--- src/rtl/salc_ram.sv ---
`default_nettype none

module salc_ram #(
   parameter int WIDTH = 8,
   parameter int DEPTH = 64,
   localparam int AW = (DEPTH > 1) ? $clog2(DEPTH) : 1
) (
   input  logic             clock,
   input  logic             wr_en,
   input  logic [AW-1:0]    wr_addr,
   input  logic [WIDTH-1:0] wr_data,
   input  logic             rd_en,
   input  logic [AW-1:0]    rd_addr,
   output logic [WIDTH-1:0] rd_data
);

   logic [WIDTH-1:0] mem [DEPTH];
   logic [WIDTH-1:0] rd_data_ff;

   always_ff @(posedge clock) begin
      if (wr_en) begin
         mem[wr_addr] <= wr_data;
      end
      if (rd_en) begin
         rd_data_ff <= mem[rd_addr];
      end
   end

   assign rd_data = rd_data_ff;

endmodule

`default_nettype wire

--- config.mk ---
export PLATFORM = sky130hd
export DESIGN_NAME = salc_ram
export DESIGN_NICKNAME = d
export VERILOG_FILES = /design/src/rtl/salc_ram.sv
export SDC_FILE = /design/constraint.sdc
export NUM_CORES = 1
export LEC_CHECK = 0
export BUFFER_PORTS_ARGS = -buffer_cell sky130_fd_sc_hd__buf_2
export CORE_MARGIN = 2
export CORE_UTILIZATION = 55
export DETAILED_ROUTE_END_ITERATION = 10
export HOLD_SLACK_MARGIN = 0.12
export PLACE_DENSITY = 0.8
export SLEW_MARGIN = 15
export SYNTH_ARGS = -nofsm -noshare
export SYNTH_HDL_FRONTEND = slang
export SYNTH_SLANG_ARGS = --single-unit
--- constraint.sdc ---
create_clock -name clock -period 1.95 [get_ports clock]
set_input_delay 0.195 -clock clock [delete_from_list [all_inputs] [get_ports clock]]
set_output_delay 0.195 -clock clock [all_outputs]
set_load 0.03 [all_outputs]
# Word level (Yosys, flattened, before mapping)
# Memory sizes are Yosys's and may differ from the RTL's. A register that Yosys moved wholly into a read port is not among the register bits.
# Index checks and enable logic that the tools add are counted.
[classes] n_mux=2
[ops] cell="2-to-1 mux 1 bit" n=2
[totals] ramBits=512 input_bits=23 word_cells=3 output_inout_bits=8 register_bits=0 memories=1
[mem_list] name="mem" depth=64 width=8 read_ports=1 rd_ports_with_merged_regs=1 write_ports=1 line="17" rtl="logic [WIDTH-1:0] mem [DEPTH];"

# Depth between registers and ports, before layout
[logic_depth] word_depth=2 ltp_mapped=9 mapped_depth_nobuf=5

# Worst setup path before layout
# No wires, ideal clock.
[synth_path] path_type="input -> register" startpoint="input port rd_addr[1]" endpoint="register rd_data_ff[3] (netlist: rd_data[3]), read port of mem, data pin" required_time_ns=1.684 n_path_buf=3 arrival_ns=1.735 stages=7 setup_slack_ns=-0.051 setup_ns=0.266 path_cell_list="buf_4 -> buf_2 -> buf_2 -> mux4_2 -> mux4_2 -> o21ai_1 -> o41ai_1"
[synth_lines] element="start: declaration" line="13" rtl="input logic [AW-1:0] rd_addr,"
[synth_lines] element="end: declaration" line="18" rtl="logic [WIDTH-1:0] rd_data_ff;"

==> out/results.tsv <==
stage	metric	value	unit
floorplan	Die X-Extent	195.9	um
floorplan	Rows	70	
routing	drt first-iter violations	1334	
setup_path	r2r startpoint	mem[12][1]	
sta	crit share post-route	1.039	
routing	drt via density	6.457	
power	internal power	18770	uW
yosys	Mapped Cells	940	
cts	H-tree levels	2	
setup_path	worst path arrival time	2.34	ns
grt	GRT Total Usage	0.2501	
floorplan	# IOs	31	
yosys	synth unique cells	39	
floorplan	chip height	195.9	um
sta	RSZ-0062 raised after global routing	yes	
grt	wire length of the first global-routing pass	69390	um
yosys	synthesized area per cell	21.54	um2
power	Pwr per Cell Area	987.1	nW/um2
setup_path	worst path required time	2.26	ns
cts	worst-case clock buffer depth	3	
floorplan	initial core utilization	0.5557	
sta	max-slew violation count	0	
setup_path	reg-to-reg endpoint	rd_data[1]	
cts	CTS clock-pin slew for the worst setup and hold paths	0.07	ns
run	Max-cap violations	0	
sta	Setup Viol. Count Final	5	
cells_and_area	most common cell after layout, fill and taps aside	edfxtp_1	
setup_path	Crit Path Max Fanout	1	
cells_and_area	post-route core utilization	0.6555	
placement	hpwl dp	29370	um
setup_path	crit path to	rd_data[1]	
cells_and_area	flip-flop and latch area	15620	um2
power	sequential share of power	0.527	
cells_and_area	Layout Nets	1154	
outcome	failing checks	setup timing	
cts	CTS tree	done	
sta	Clock Skew	0.01906	ns
sta	max_slew headroom	0.4993	
setup_path	R2R depth	5	
routing	DR WL/cell	28.65	um
cells_and_area	multi-input logic area	4432	um2
setup_path	Worst Setup SP	mem[12][1]	
sta	Final Hold Viols	0	
sta	Final WS setup	-0.07673	ns
cells_and_area	most frequent cells in the layout	edfxtp_1 (520), buf_4 (144), mux4_2 (126)	
power	combinational power share	0.058	
grt	vias in the first global route	10940	
sta	Achievable Freq	493.4	MHz
power	switching part of the total power	0.2036	
placement	Port Buf Inserts	30	
floorplan	Die Footprint	38360	um2
cts	cts bufs inserted	50	
sta	minimum clock period	2.027	ns
cts	CTS sink cnt	520	
cts	CTS Root Cell	clkbuf_16	
cells_and_area	fillcell total	2229	
routing	Post-route DRC	0	
cells_and_area	Area Growth Syn to Fin	17.95	%
power	VDD IR-drop max	0.0007011	V
grt	largest net degree at the start of global routing	65	
setup_path	Startpoint Class	register	
power	Psw	4800	uW
setup_path	CP Class	register to register	
grt	initial antenna violation count	3	
grt	total grt overflow	0	
yosys	Synthesized Nets	963	
setup_path	Setup crit end kind	register	
routing	final WL	46870	um
yosys	#FFs+latches synth	520	
setup_path	reg-to-reg slack, setup	-0.08	ns
min_path	Hold Path Class	primary input to register	
routing	Vias	10560	
routing	post-route ant nets	0	
power	total power	23570	uW
floorplan	core area	36430	um2
power	Clk pwr share	0.415	
power	leakage	0.007831	uW
routing	drt pass-1 iters	5	
sta	Tightest Pin Transition	0.7511	ns
yosys	Syn. warnings	0	
cts	Skew-Pair Late Insertion Delay	0.56	ns
yosys	post-synthesis sequential area ratio	0.7712	
yosys	Cell Area, Synth	20250	um2
placement	RD Place Congestion	0.8638	
cells_and_area	layout cells sized above 1	0.3539	
outcome	status	finished, violations left	
-- cells by family (layout without fill, tap and decap cells) --
| group | count (synthesis) | after routing | share of synthesized area |
|---|---|---|---|
| muxes | 162 | 162 | 0.1588 |
| other | 0 | 1 | 0 |
| DFF | 520 | 520 | 0.7712 |
| AOI/OAI and AO/OA | 54 | 54 | 0.02064 |
| and+or+nand+nor | 153 | 153 | 0.03374 |
| buffers and inverters | 51 | 278 | 0.01563 |
-- critical path: stages (launching register included) --
cell and delay, ns:
edfxtp_1 0.42, mux4_2 0.50, mux4_2 0.54, nor2_2 0.13, nor3_1 0.07, o2bb2ai_1 0.13
-- sequential cells by signal, indices dropped and copies added, names as in the netlist --
signal   count
rd_data      8
mem        512
-- final cells by class --
type,instances,share of cell area
diodes,1,0.0001048
clock buffers,58,0.05454
clock inverters,30,0.01462
multi-input cells,369,0.1856
flip-flops and latches,520,0.6538
well taps,468,0.02452
repair buffers,190,0.06680
-- worst min-delay path by stage --
stage / cells after the start / startpoint / to
finish: 1 / wr_data[4] / mem[57][4]
CTS: 1 / wr_data[7] / mem[36][7]
global route: 1 / wr_data[7] / mem[39][7]
detailed placement: 1 / rd_en / rd_data[7]
floorplan: 0 / wr_data[0] / mem[0][0]
global placement: 1 / rd_en / rd_data[7]
-- power by group through the flow --
| stage | clock network [uW] | logic (uW) | registers, uW |
|---|---|---|---|
| after floorplan | 0 | 661 | 12700 |
| after global placement | 0 | 1250 | 12700 |
| after detailed placement | 0 | 1290 | 12700 |
| after CTS | 9870 | 1340 | 12400 |
| after global routing | 10300 | 1420 | 12400 |
| final | 9780 | 1360 | 12400 |
-- stage by stage --
step	instances	worst slack, ns	instance area [um2]	hold WS [ns]	setup TNS, ns
finish	1636	-0.07673	23880	0.1240	-0.1710
CTS	1635	-0.05144	23860	0.1217	-0.1125
global route	1635	-0.1156	23880	0.1401	-0.3649
detailed placement	1546	-0.5406	22100	0.5885	-3.567
floorplan	940	0.008452	20250	0.2939	0
global placement	1546	-0.4794	22100	0.5868	-3.344
-- synth_stat cells --
cell,instances,area (um2)
edfxtp_1,520,15610
mux4_2,126,2838
nor2_1,83,311.6
mux2i_1,23,230.2
nand2_1,19,71.32
clkbuf_1,17,63.81
nor2b_1,14,87.58
buf_4,13,97.59
mux2_2,13,146.4
nand3_1,13,65.06
buf_2,11,55.05
o221ai_1,8,70.07
o22ai_1,8,50.05
nand2b_1,7,43.79
nor3_1,7,35.03
a221oi_1,6,52.55
a211oi_1,4,30.03
buf_1,4,15.01
buf_6,4,45.04
a21oi_1,3,15.01
a22oi_1,3,22.52
nand3b_1,3,22.52
o2111ai_1,3,26.28
o2bb2ai_1,3,26.28
a2111oi_0,2,17.52
buf_12,2,40.04
nand4_1,2,12.51
nor4_1,2,12.51
o21a_1,2,15.01
o21ai_0,2,10.01
o21ai_1,2,10.01
o221a_2,2,22.52
o32ai_1,2,17.52
o41ai_1,2,17.52
a31oi_1,1,6.260
and2_1,1,6.260
nand4b_1,1,8.760
o311ai_1,1,8.760
or3_1,1,6.260
-- layer usage --
layer,vias up,wire (um),track usage
met5,-,22,0
met1,5494,17310,0.3358
met3,112,4313,0.04074
met2,640,23330,0.4173
met4,4,1888,0.09905
li1,4313,-,-
-- timing repair --
action	CTS	global route
pin swaps	3	1
gates cloned	0	0
resized for setup	19	4
endpoints found under the setup margin	8	7
endpoints found under the hold margin	8	0
hold buffers	1	0
setup buffers	0	0
(Power assumes the default switching activity.)
